**src/hw/rtl/dlp_pkg.sv**
```systemverilog
// Shared types and constants for the duration literal parser.
// Holds the token format, unit classes and the unit word table.
// No dependencies.
package dlp_pkg;

    typedef enum logic [1:0] {
        ST_OK       = 2'd0,
        ST_INVALID  = 2'd1,
        ST_OVERFLOW = 2'd2
    } status_t;

    typedef enum logic [3:0] {
        UC_NONE, UC_SEC, UC_MIN, UC_HR, UC_DAY, UC_WK, UC_YR, UC_NS, UC_MS, UC_US
    } unit_cls_t;

    localparam int NUM_WORDS = 51;
    localparam int WORD_CHARS = 12;
    localparam int MUL_W = 25;

    typedef struct packed {
        logic [8*WORD_CHARS-1:0] word;  // right-justified, first char highest
        logic [3:0]              len;
        unit_cls_t               cls;
    } unit_entry_t;

    // one finished pair and/or end of text, from front to back
    typedef struct packed {
        logic       is_end;
        logic       do_pair;
        logic [63:0] number;
        logic       too_big;
        unit_cls_t  cls;
        logic       shape_err;
    } token_t;

    // second units come first so that "m" resolves to minutes
    function automatic unit_entry_t unit_entry(input int k);
        unit_entry_t e;
        case (k)
            0:  e = '{96'("s"), 4'd1, UC_SEC};
            1:  e = '{96'("sec"), 4'd3, UC_SEC};
            2:  e = '{96'("secs"), 4'd4, UC_SEC};
            3:  e = '{96'("seconds"), 4'd7, UC_SEC};
            4:  e = '{96'("m"), 4'd1, UC_MIN};
            5:  e = '{96'("min"), 4'd3, UC_MIN};
            6:  e = '{96'("mins"), 4'd4, UC_MIN};
            7:  e = '{96'("minutes"), 4'd7, UC_MIN};
            8:  e = '{96'("h"), 4'd1, UC_HR};
            9:  e = '{96'("hr"), 4'd2, UC_HR};
            10: e = '{96'("hrs"), 4'd3, UC_HR};
            11: e = '{96'("hours"), 4'd5, UC_HR};
            12: e = '{96'("d"), 4'd1, UC_DAY};
            13: e = '{96'("day"), 4'd3, UC_DAY};
            14: e = '{96'("days"), 4'd4, UC_DAY};
            15: e = '{96'("w"), 4'd1, UC_WK};
            16: e = '{96'("wk"), 4'd2, UC_WK};
            17: e = '{96'("wks"), 4'd3, UC_WK};
            18: e = '{96'("week"), 4'd4, UC_WK};
            19: e = '{96'("weeks"), 4'd5, UC_WK};
            20: e = '{96'("y"), 4'd1, UC_YR};
            21: e = '{96'("yr"), 4'd2, UC_YR};
            22: e = '{96'("yrs"), 4'd3, UC_YR};
            23: e = '{96'("year"), 4'd4, UC_YR};
            24: e = '{96'("years"), 4'd5, UC_YR};
            25: e = '{96'("n"), 4'd1, UC_NS};
            26: e = '{96'("ns"), 4'd2, UC_NS};
            27: e = '{96'("nsec"), 4'd4, UC_NS};
            28: e = '{96'("nsecs"), 4'd5, UC_NS};
            29: e = '{96'("nanosec"), 4'd7, UC_NS};
            30: e = '{96'("nanosecs"), 4'd8, UC_NS};
            31: e = '{96'("nanosecond"), 4'd10, UC_NS};
            32: e = '{96'("nanoseconds"), 4'd11, UC_NS};
            33: e = '{96'("m"), 4'd1, UC_MS};
            34: e = '{96'("ms"), 4'd2, UC_MS};
            35: e = '{96'("msec"), 4'd4, UC_MS};
            36: e = '{96'("msecs"), 4'd5, UC_MS};
            37: e = '{96'("millisec"), 4'd8, UC_MS};
            38: e = '{96'("millisecs"), 4'd9, UC_MS};
            39: e = '{96'("millisecond"), 4'd11, UC_MS};
            40: e = '{96'("milliseconds"), 4'd12, UC_MS};
            41: e = '{96'("microsec"), 4'd8, UC_US};
            42: e = '{96'("microsecs"), 4'd9, UC_US};
            43: e = '{96'("microsecond"), 4'd11, UC_US};
            44: e = '{96'("microseconds"), 4'd12, UC_US};
            45: e = '{96'("u"), 4'd1, UC_US};
            46: e = '{96'("us"), 4'd2, UC_US};
            47: e = '{96'("usec"), 4'd4, UC_US};
            48: e = '{96'("usecs"), 4'd5, UC_US};
            49: e = '{96'("usecond"), 4'd7, UC_US};
            50: e = '{96'("useconds"), 4'd8, UC_US};
            default: e = '{96'd0, 4'd0, UC_NONE};
        endcase
        return e;
    endfunction

    function automatic logic [MUL_W-1:0] cls_mult(input unit_cls_t c);
        logic [MUL_W-1:0] m;
        case (c)
            UC_SEC:  m = 25'd1;
            UC_MIN:  m = 25'd60;
            UC_HR:   m = 25'd3600;
            UC_DAY:  m = 25'd86400;
            UC_WK:   m = 25'd604800;
            UC_YR:   m = 25'd31536000;
            UC_NS:   m = 25'd1;
            UC_MS:   m = 25'd1000000;
            UC_US:   m = 25'd1000;
            default: m = 25'd0;
        endcase
        return m;
    endfunction

    function automatic logic cls_is_sec(input unit_cls_t c);
        return (c == UC_SEC) || (c == UC_MIN) || (c == UC_HR) || (c == UC_DAY) ||
               (c == UC_WK) || (c == UC_YR);
    endfunction

endpackage

```
**src/hw/rtl/dlp_front.sv**
```systemverilog
// Front end: walks the text byte by byte, builds numbers and matches unit words.
// Emits one token per finished pair or end of text. Depends on dlp_pkg.
module dlp_front #(
    parameter int UNIT_MAX_CHARS = 12
) (
    input  logic             aclk,
    input  logic             aresetn,
    input  logic             byte_acc,
    input  logic [7:0]       text_byte,
    input  logic             end_marker,
    output logic             tok_push,
    output dlp_pkg::token_t  tok
);
    import dlp_pkg::*;

    localparam int LEN_W = $clog2(UNIT_MAX_CHARS + 1);

    typedef enum logic [2:0] {
        PH_START, PH_NUM, PH_SEP1, PH_UNIT, PH_SEP2, PH_BAD
    } phase_t;

    phase_t                 phase_reg, phase_next;
    logic [63:0]            num_reg, num_next;
    logic                   big_reg, big_next;
    logic [LEN_W-1:0]       len_reg, len_next;
    logic                   long_reg, long_next;
    logic [NUM_WORDS-1:0]   cand_reg, cand_next;
    logic                   shape_reg, shape_next;

    logic [NUM_WORDS-1:0]   hit;
    logic [NUM_WORDS-1:0]   full_match;
    unit_cls_t              word_cls [NUM_WORDS];
    logic [LEN_W-1:0]       pos;
    logic                   is_dig, is_sep, is_spc;
    logic [3:0]             dig;
    logic [67:0]            n10;
    unit_cls_t              cls;

    assign is_dig = (text_byte >= 8'h30) && (text_byte <= 8'h39);
    assign is_spc = (text_byte == 8'h20) || (text_byte == 8'h2c);
    assign is_sep = is_spc || ((text_byte >= 8'd9) && (text_byte <= 8'd13));
    assign dig    = text_byte[3:0];
    assign n10    = {1'b0, num_reg, 3'b0} + {3'b0, num_reg, 1'b0} + {64'd0, dig};
    assign pos    = (phase_reg == PH_UNIT) ? len_reg : '0;

    // per-word compare of the incoming byte at the current position
    for (genvar k = 0; k < NUM_WORDS; k++) begin : g_word
        localparam unit_entry_t E = unit_entry(k);
        localparam int L = int'(E.len);
        always_comb begin
            hit[k] = 1'b0;
            for (int j = 0; j < L; j++) begin
                if (pos == LEN_W'(j)) begin
                    hit[k] = (E.word[8*(L-1-j) +: 8] == text_byte);
                end
            end
        end
        assign full_match[k] = cand_reg[k] && !long_reg && (LEN_W'(L) == len_reg);
        assign word_cls[k]   = E.cls;
    end

    // lowest index wins: second units first
    always_comb begin
        cls = UC_NONE;
        for (int k = NUM_WORDS - 1; k >= 0; k--) begin
            if (full_match[k]) begin
                cls = word_cls[k];
            end
        end
    end

    always_comb begin
        phase_next = phase_reg;
        num_next   = num_reg;
        big_next   = big_reg;
        len_next   = len_reg;
        long_next  = long_reg;
        cand_next  = cand_reg;
        shape_next = shape_reg;
        tok_push   = 1'b0;
        tok.is_end    = 1'b0;
        tok.do_pair   = 1'b0;
        tok.number    = num_reg;
        tok.too_big   = big_reg;
        tok.cls       = cls;
        tok.shape_err = shape_reg;
        if (byte_acc && end_marker) begin
            tok_push      = 1'b1;
            tok.is_end    = 1'b1;
            tok.do_pair   = (phase_reg == PH_UNIT);
            tok.shape_err = shape_reg || (phase_reg == PH_NUM) || (phase_reg == PH_SEP1);
            phase_next = PH_START;
            num_next   = '0;
            big_next   = 1'b0;
            len_next   = '0;
            long_next  = 1'b0;
            shape_next = 1'b0;
        end else if (byte_acc) begin
            case (phase_reg)
                PH_START, PH_SEP2: begin
                    if (is_dig) begin
                        num_next   = {60'd0, dig};
                        big_next   = 1'b0;
                        phase_next = PH_NUM;
                    end else if (!(phase_reg == PH_SEP2 && is_sep)) begin
                        shape_next = 1'b1;
                        phase_next = PH_BAD;
                    end
                end
                PH_NUM: begin
                    if (is_dig) begin
                        if (n10[67:64] != 4'd0) begin
                            big_next = 1'b1;
                        end else begin
                            num_next = n10[63:0];
                        end
                    end else if (is_sep) begin
                        phase_next = PH_SEP1;
                    end else begin
                        len_next   = LEN_W'(1);
                        long_next  = 1'b0;
                        cand_next  = hit;
                        phase_next = PH_UNIT;
                    end
                end
                PH_SEP1: begin
                    if (is_dig) begin
                        shape_next = 1'b1;
                        phase_next = PH_BAD;
                    end else if (!is_sep) begin
                        len_next   = LEN_W'(1);
                        long_next  = 1'b0;
                        cand_next  = hit;
                        phase_next = PH_UNIT;
                    end
                end
                PH_UNIT: begin
                    if (is_dig) begin
                        tok_push    = 1'b1;
                        tok.do_pair = 1'b1;
                        num_next    = {60'd0, dig};
                        big_next    = 1'b0;
                        phase_next  = PH_NUM;
                    end else if (is_spc) begin
                        tok_push    = 1'b1;
                        tok.do_pair = 1'b1;
                        phase_next  = PH_SEP2;
                    end else if (len_reg < LEN_W'(UNIT_MAX_CHARS)) begin
                        cand_next = cand_reg & hit;
                        len_next  = len_reg + LEN_W'(1);
                    end else begin
                        long_next = 1'b1;
                    end
                end
                default: phase_next = PH_BAD;
            endcase
        end
    end

    always_ff @(posedge aclk) begin
        if (!aresetn) begin
            phase_reg <= PH_START;
            num_reg   <= '0;
            big_reg   <= 1'b0;
            len_reg   <= '0;
            long_reg  <= 1'b0;
            shape_reg <= 1'b0;
        end else begin
            phase_reg <= phase_next;
            num_reg   <= num_next;
            big_reg   <= big_next;
            len_reg   <= len_next;
            long_reg  <= long_next;
            shape_reg <= shape_next;
        end
        cand_reg <= cand_next;
    end

endmodule

```
**src/hw/rtl/dlp_queue.sv**
```systemverilog
// Small token queue between front and back end.
// Depends on dlp_pkg for the token type.
module dlp_queue (
    input  logic             aclk,
    input  logic             aresetn,
    input  logic             push,
    input  dlp_pkg::token_t  push_tok,
    output logic             full,
    input  logic             pop,
    output logic             empty,
    output dlp_pkg::token_t  head_tok
);
    import dlp_pkg::*;

    localparam int DEPTH = 4;
    localparam int PTR_W = $clog2(DEPTH);

    token_t            mem [DEPTH];
    logic [PTR_W-1:0]  wr_reg, rd_reg;
    logic [PTR_W:0]    cnt_reg;
    logic              do_push, do_pop;

    assign full     = (cnt_reg == (PTR_W+1)'(DEPTH));
    assign empty    = (cnt_reg == '0);
    assign do_push  = push && !full;
    assign do_pop   = pop && !empty;
    assign head_tok = mem[rd_reg];

    always_ff @(posedge aclk) begin
        if (!aresetn) begin
            wr_reg  <= '0;
            rd_reg  <= '0;
            cnt_reg <= '0;
        end else begin
            if (do_push) begin
                wr_reg <= wr_reg + PTR_W'(1);
            end
            if (do_pop) begin
                rd_reg <= rd_reg + PTR_W'(1);
            end
            cnt_reg <= cnt_reg + (PTR_W+1)'(do_push) - (PTR_W+1)'(do_pop);
        end
        if (do_push) begin
            mem[wr_reg] <= push_tok;
        end
    end

endmodule

```
**src/hw/rtl/dlp_back.sv**
```systemverilog
// Back end: scales each number by its unit, accumulates and emits results.
// Three stages: split multiply, product combine, accumulate. Depends on dlp_pkg.
module dlp_back (
    input  logic             aclk,
    input  logic             aresetn,
    input  logic             q_empty,
    input  dlp_pkg::token_t  q_tok,
    output logic             q_pop,
    output logic             m_tvalid,
    input  logic             m_tready,
    output logic [127:0]     m_tdata,
    output logic [1:0]       m_tuser
);
    import dlp_pkg::*;

    logic              en;
    // stage 1
    logic              v1_reg;
    token_t            t1_reg;
    logic [31+MUL_W:0] pl_reg, ph_reg;
    // stage 2
    logic              v2_reg;
    token_t            t2_reg;
    logic [63:0]       prod_reg;
    logic              movf_reg;
    logic [89:0]       prod_w;
    // stage 3 state
    logic [63:0]       sec_reg, sec_next, ns_reg, ns_next;
    status_t           err_reg, err_next;
    logic [64:0]       sum;
    logic              out_v_reg;
    logic [127:0]      out_d_reg;
    logic [1:0]        out_u_reg;
    status_t           st;
    logic [MUL_W-1:0]  mult;

    assign en    = !out_v_reg || m_tready;
    assign q_pop = en && !q_empty;
    assign mult  = cls_mult(q_tok.cls);
    assign prod_w = {1'b0, ph_reg, 32'd0} + {33'd0, pl_reg};

    always_comb begin
        err_next = err_reg;
        sec_next = sec_reg;
        ns_next  = ns_reg;
        sum = {1'b0, cls_is_sec(t2_reg.cls) ? sec_reg : ns_reg} + {1'b0, prod_reg};
        if (v2_reg && t2_reg.do_pair && err_reg == ST_OK) begin
            if (t2_reg.too_big) begin
                err_next = ST_OVERFLOW;
            end else if (t2_reg.cls == UC_NONE) begin
                err_next = ST_INVALID;
            end else if (movf_reg || sum[64]) begin
                err_next = ST_OVERFLOW;
            end else if (cls_is_sec(t2_reg.cls)) begin
                sec_next = sum[63:0];
            end else begin
                ns_next = sum[63:0];
            end
        end
        st = t2_reg.shape_err ? ST_INVALID : err_next;
    end

    always_ff @(posedge aclk) begin
        if (!aresetn) begin
            v1_reg    <= 1'b0;
            v2_reg    <= 1'b0;
            out_v_reg <= 1'b0;
            err_reg   <= ST_OK;
            sec_reg   <= '0;
            ns_reg    <= '0;
        end else begin
            if (m_tready) begin
                out_v_reg <= 1'b0;
            end
            if (en) begin
                v1_reg <= q_pop;
                v2_reg <= v1_reg;
                if (v2_reg && t2_reg.is_end) begin
                    out_v_reg <= 1'b1;
                    err_reg   <= ST_OK;
                    sec_reg   <= '0;
                    ns_reg    <= '0;
                end else begin
                    err_reg <= err_next;
                    sec_reg <= sec_next;
                    ns_reg  <= ns_next;
                end
            end
        end
        if (en) begin
            t1_reg   <= q_tok;
            pl_reg   <= q_tok.number[31:0] * mult;
            ph_reg   <= q_tok.number[63:32] * mult;
            t2_reg   <= t1_reg;
            prod_reg <= prod_w[63:0];
            movf_reg <= (prod_w[89:64] != 26'd0);
            if (v2_reg && t2_reg.is_end) begin
                out_u_reg <= st;
                out_d_reg <= (st == ST_OK) ? {ns_next, sec_next} : 128'd0;
            end
        end
    end

    assign m_tvalid = out_v_reg;
    assign m_tdata  = out_d_reg;
    assign m_tuser  = out_u_reg;

endmodule

```
**src/hw/rtl/duration_literal_parser.sv**
```systemverilog
// Duration literal parser: one text byte per cycle while the queue has room, one
// result per end marker. The end token passes the queue, back stages 1 and 2 and
// the result register. Front FSM and back accumulator each take one item per cycle.
// The back end stalls only when the result register is held by m_tready low.
// Synchronous active-low reset clears all parse and sum state; no clearing pass.
module duration_literal_parser #(
    parameter int UNIT_MAX_CHARS = 12
) (
    input  logic         aclk,
    input  logic         aresetn,
    input  logic         s_tvalid,
    output logic         s_tready,
    input  logic [7:0]   s_tdata,   // [7:0] text_byte
    input  logic         s_tlast,   // end_marker
    output logic         m_tvalid,
    input  logic         m_tready,
    output logic [127:0] m_tdata,   // [63:0] total_seconds, [127:64] total_nanoseconds
    output logic [1:0]   m_tuser    // [1:0] status
);
    import dlp_pkg::*;

    logic   byte_acc;
    logic   tok_push;
    token_t tok, head_tok;
    logic   q_full, q_empty, q_pop;

    // front always keeps up; the queue alone back-pressures the input
    assign s_tready = !q_full;
    assign byte_acc = s_tvalid && s_tready;

    dlp_front #(.UNIT_MAX_CHARS(UNIT_MAX_CHARS)) u_front (
        .aclk       (aclk),
        .aresetn    (aresetn),
        .byte_acc   (byte_acc),
        .text_byte  (s_tdata),
        .end_marker (s_tlast),
        .tok_push   (tok_push),
        .tok        (tok)
    );

    dlp_queue u_queue (
        .aclk     (aclk),
        .aresetn  (aresetn),
        .push     (tok_push),
        .push_tok (tok),
        .full     (q_full),
        .pop      (q_pop),
        .empty    (q_empty),
        .head_tok (head_tok)
    );

    dlp_back u_back (
        .aclk     (aclk),
        .aresetn  (aresetn),
        .q_empty  (q_empty),
        .q_tok    (head_tok),
        .q_pop    (q_pop),
        .m_tvalid (m_tvalid),
        .m_tready (m_tready),
        .m_tdata  (m_tdata),
        .m_tuser  (m_tuser)
    );

endmodule

```
**config.mk**
```make
export PLATFORM = sky130hd
export DESIGN_NAME = duration_literal_parser
export DESIGN_NICKNAME = d
export VERILOG_FILES = /design/src/hw/rtl/dlp_pkg.sv /design/src/hw/rtl/dlp_front.sv /design/src/hw/rtl/dlp_queue.sv /design/src/hw/rtl/dlp_back.sv /design/src/hw/rtl/duration_literal_parser.sv
export SDC_FILE = /design/constraint.sdc
export NUM_CORES = 2
export LEC_CHECK = 0
export BUFFER_PORTS_ARGS = -buffer_cell sky130_fd_sc_hd__buf_2
export CAP_MARGIN = 20
export CORE_MARGIN = 2
export CORE_UTILIZATION = 44
export CTS_BUF_LIST = sky130_fd_sc_hd__clkbuf_4
export CTS_CLUSTER_DIAMETER = 50
export DETAILED_ROUTE_END_ITERATION = 6
export PLACE_DENSITY_LB_ADDON = 0.2
export SYNTH_ARGS = -nofsm -noshare
export SYNTH_HDL_FRONTEND = slang
export SYNTH_HIERARCHICAL = 1
export SYNTH_SLANG_ARGS = --single-unit
```
**constraint.sdc**
```tcl
create_clock -name aclk -period 9.2 [get_ports aclk]
set_clock_uncertainty 0.15 [all_clocks]
set_input_delay 2.3 -clock aclk [delete_from_list [all_inputs] [get_ports aclk]]
set_output_delay 2.3 -clock aclk [all_outputs]
set_load 0.01 [all_outputs]
```
* Word level (Yosys, flattened, before mapping)
Memory sizes are Yosys's and may differ from the RTL's. A register that Yosys moved wholly into a read port is not among the register bits. Index checks and enable logic that the tools add are counted.
Operators by class: $add $sub $neg 9, $mul 2, $lt $le $gt $ge 5, eq/ne operators 69, muxes and demuxes 217, bitwise operators 3, reductions and logical operators 151
Operator list (count):
- 64-bit two-way mux | 16
- 51-bit two-way mux | 5
- 4-bit two-way mux | 57
- 7-bit by 8-bit equality test with 1-bit output, first input constant | 17
- 64-bit one-hot mux with 2 select lines | 1
- 1-bit two-way mux | 117
- 32-bit by 25-bit multiplier with 57-bit output | 2
- 1-bit logical AND | 113
- 51-bit one-hot mux with 2 select lines | 1
- 89-bit by 57-bit adder with 90-bit output | 1
- 67-bit by 65-bit adder with 68-bit output | 1
- 68-bit by 4-bit adder with 68-bit output | 1
- 64-bit by 64-bit adder with 65-bit output | 1
- 51-bit bitwise AND | 1
- 4-bit by 3-bit equality test with 1-bit output, second input constant | 7
- 26-bit nonzero test | 1
- 2-bit inequality test, second input constant | 11
- 3-bit two-way mux | 7
- 4-bit equality test, first input constant | 5
- 5-bit AND reduction | 4
- 4-bit by 2-bit equality test with 1-bit output, second input constant | 4
- 4-bit equality test, second input constant | 4
- 8-bit by 6-bit equality test with 1-bit output, second input constant | 2
- 2-bit two-way mux | 8
- other kinds (35) | 69
Storage, ports and cells: register bits 590, bits in writable memories 288, bits in read-only memories 352, bits of input ports 13, output and inout port bits 132, logic and storage cells 490, memories 2
Memory list:
- (name not given) | depth 16, width 22, read ports 1, clocked after Yosys merged registers in 0, wr ports 0, RTL line dlp_pkg.sv:98 | case (c)
- u_queue.mem | depth 4, width 72, read ports 1, clocked after Yosys merged registers in 1, wr ports 1, RTL line dlp_queue.sv:18 | token_t mem [DEPTH];

* Logic depth before layout (Yosys ltp)
depth in word-level cells 54, gate-level depth with buffers 38, mapped depth without buffers 32

* By module
Netlist, hierarchy kept.
By module, submodules not included:
- dlp_back | instances 1, cells an instance 7552, area an instance 70575.2 µm², sequential area each 12421.9 µm²
- dlp_front | instances 1, cells an instance 1441, area an instance 11258.3 µm², sequential area each 3012.9 µm²
- dlp_queue | instances 1, cells an instance 426, area an instance 10950.5 µm², sequential area each 8828.5 µm²
- duration_literal_parser | instances 1, cells an instance 2, area an instance 10.0 µm², sequential area each 0.0 µm²

* Worst setup path before layout
No wires, ideal clock.
kind input -> register, start input m_tready, end register u_back.ns_reg[34], setup time 0.117 ns, data arrival time 9.394 ns, data required time 8.933 ns, setup slack -0.461 ns, stages on the path 9, path buffers 3, path through nor2b_1 > clkbuf_1 > clkinv_1 > nand2_1 > o21ai_0 > and2_1 > buf_2 > clkbuf_1 > a22o_1
On the way: longest elaborated chain between the ends 1
RTL lines:
- start, declared | RTL line duration_literal_parser.sv:16 | input logic m_tready,
- 1-bit logical OR | RTL line dlp_back.sv:37 | assign en = !out_v_reg || m_tready;
- end signal, assigned | RTL line dlp_back.sv:86 | ns_reg <= ns_next;
- end, declared | RTL line dlp_back.sv:28 | logic [63:0] sec_reg, sec_next, ns_reg, ns_next;
Every way passes these cells. A chain may end at the register's enable or synchronous reset.

==> reports/results.txt <==
Hpwl dp: 201000 µm
Final min period: 8.87 ns
Most common cell after layout, fill and taps aside: inv_1
Global-route wire length before repair: 406000 µm
Mapped Avg Cell Area: 9.85 µm²
Gate Count Post-Synth: 9421
Hold_buf cts: 0
Grt ovf: 0
Yosys warns: 6
Min-delay worst type: reg2reg
Vias in the first global route: 72200
Antenna violations before repair: 6
Core area: 210000 µm²
GR Util All Layers: 23.9%
Slew Limit Headroom: 27.7%
Post-Syn Nets: 11400
CP Max Fanout: 47
CP most frequent cell: fa_1
Final hold slack: 0.260 ns
Setup violators final: 0
Arr. time, crit path: 9.65 ns
Hold path depth: 0
WL per Instance: 20.2 µm
Initial Utilization: 44.3%
Io pins: 145
Die area: 215000 µm²
Netlist cell types: 112
Seq cells post-synth: 880
Crit-path max cell delay: 0.58 ns
Count of pins over their slew limit: 0
Gpl congestion: 0.904
Final nets: 11600
Startpoint types: flip-flop
DIE HEIGHT: 463 µm
CP Class: reg2reg
Max Cap Viol: 0
Largest net degree at the start of global routing: 90
Clock Path Buffers: 3
Routed Antenna Nets: 0
CTS Buf Count: 228
DR iter-0 viols: 4848
Commonest cells after routing, fill and taps aside: 1713 x inv_1, 1169 x fa_1, 1049 x nand2_1
CTS root buf: clkbuf_4
Ys async rst share: 0%
P&R area growth vs syn: 9.16%
CTS sink count: 880
Via/cell ratio: 5.37
Slew @ Worst Pin: 1.08 ns
Cell Area, Synth: 92800 µm²
Share of post-route cells with drive strength above 1: 11.1%
Register area share after synthesis: 26.1%
Skew-Pair Late Insertion Delay: 1.23 ns
CTS tree: done
FF-to-FF path depth: 30
Largest register FFs: 288
Final WL: 256000 µm
Worst-path clk slew: 0.06 ns
Biggest register: u_queue/mem
Port bufs: 144
Hold Violations, Final: 0
Post-synth EDFFs: 664
Via Count: 68100
DRC violations left: 0
Max frequency: 113 MHz
Main synth FF type: edfxtp_1
Die W: 463 µm
Status: finished clean
CP max stage cell: mux4_2
Std cell rows: 168
First drt pass iteration count: 6
CP Data Required Time: 9.98 ns
H-tree levels: 4
CP Capture Type: flip-flop
Final worst path period share: 96.4%
-- routing by layer --
layer	GRT usage, %	routed length [µm]	up-vias
met1	32.9	115000	34200
met3	3.68	15200	352
met5	0	0	-
met2	38.7	118000	2044
met4	7.41	6670	0
li1	-	-	31500
-- path summary, 6_finish.rpt --
kind | startpoint | to | slack, ns
hold / removal | u_back/pl_reg[19] | u_back/prod_reg[19] | 0.26
setup reg to reg | flip-flop | u_back/pl_reg[55] | 0.33
setup / recovery | flip-flop | u_back/pl_reg[55] | 0.33
hold reg to reg | u_back/pl_reg[19] | u_back/prod_reg[19] | 0.26
-- synth_stat cells, types with 13 or more instances --
library cell | count | area share, %
buf_2 | 52 | 0.28
clkbuf_1 | 369 | 1.5
xnor2_1 | 202 | 1.9
a31oi_1 | 38 | 0.26
nand3_1 | 73 | 0.39
xor2_1 | 108 | 1.0
a211o_1 | 13 | 0.12
inv_1 | 1715 | 6.9
and2_1 | 395 | 2.7
mux2i_1 | 49 | 0.53
or3_1 | 21 | 0.14
nor2_1 | 303 | 1.2
nand2b_1 | 55 | 0.37
ha_1 | 785 | 11
dfxtp_1 | 216 | 4.7
and3_1 | 289 | 1.9
o21bai_1 | 46 | 0.37
a21o_1 | 113 | 0.91
fa_1 | 1169 | 25
a22o_1 | 63 | 0.59
o22ai_1 | 13 | 0.088
nor3_1 | 80 | 0.43
o21ai_0 | 237 | 1.3
nand4_1 | 84 | 0.57
nor2b_1 | 122 | 0.82
a21oi_1 | 468 | 2.5
a22oi_1 | 79 | 0.64
o21a_1 | 54 | 0.44
mux2_2 | 65 | 0.79
a211oi_1 | 35 | 0.28
o31ai_1 | 19 | 0.15
nand2_1 | 1050 | 4.2
o211ai_1 | 23 | 0.19
nor4_1 | 20 | 0.13
edfxtp_1 | 664 | 21
mux4_2 | 70 | 1.7
or2_2 | 27 | 0.18
-- layout make-up --
type | instances | area (µm²)
tap | 2805 | 3510
inverter | 1716 | 6450
fill | 19700 | 108000
timing repair buffer | 473 | 3510
clock buffer | 337 | 2530
clock inverter | 85 | 549
multi-input combinational | 6377 | 60500
sequential | 880 | 24300
antenna | 7 | 17.5
-- critical path: cells and delay by family (launching register included) --
family | cells | cell delay (ns)
adders and majority gates | 9 | 4.00
and+or+nand+nor | 3 | 0.47
muxes | 1 | 0.58
buffers and inverters | 6 | 0.63
xor gates and xnor gates | 1 | 0.09
AOI/OAI and AO/OA | 10 | 2.28
DFF | 1 | 0.40
-- cell families (layout without fill, tap and decap cells) --
| family | Yosys count | after routing | share of synthesized area (%) |
|---|---|---|---|
| other | 0 | 7 | 0 |
| flip-flops | 880 | 880 | 26.1 |
| buffers and inverters | 2164 | 2611 | 8.99 |
| multiplexers | 186 | 186 | 3.07 |
| AO/OA/AOI/OAI | 1358 | 1358 | 9.46 |
| XOR/XNOR | 310 | 310 | 2.93 |
| adder cells (fa/ha/maj) | 1954 | 1954 | 35.8 |
| AND/OR/NAND/NOR | 2569 | 2569 | 13.6 |
-- stage by stage --
stage | instances | utilization [%] | worst slack, ns | area (µm²) | setup TNS (ns)
after global placement | 12200 | 46.7 | -0.0226 | 97900 | -0.0226
after detailed placement | 12200 | 46.7 | -0.157 | 97900 | -0.753
final | 12700 | 48.3 | 0.329 | 101000 | 0
after global routing | 12700 | 48.3 | -0.00768 | 101000 | -0.00768
after floorplan | 9421 | - | 0.120 | 92800 | 0
after CTS | 12700 | 48.2 | 0.0191 | 101000 | 0
-- repair_timing --
action	in CTS	in global routing
endpoints found under the hold margin	0	0
gates resized for setup	4	25
setup buffers	0	9
setup endpoints to repair	8	26
gates cloned	0	2
pin swaps	0	8
Power is left out: the tool's default activity adds up to more than one toggle a clock period on the data nets, which glitch-free logic cannot reach.
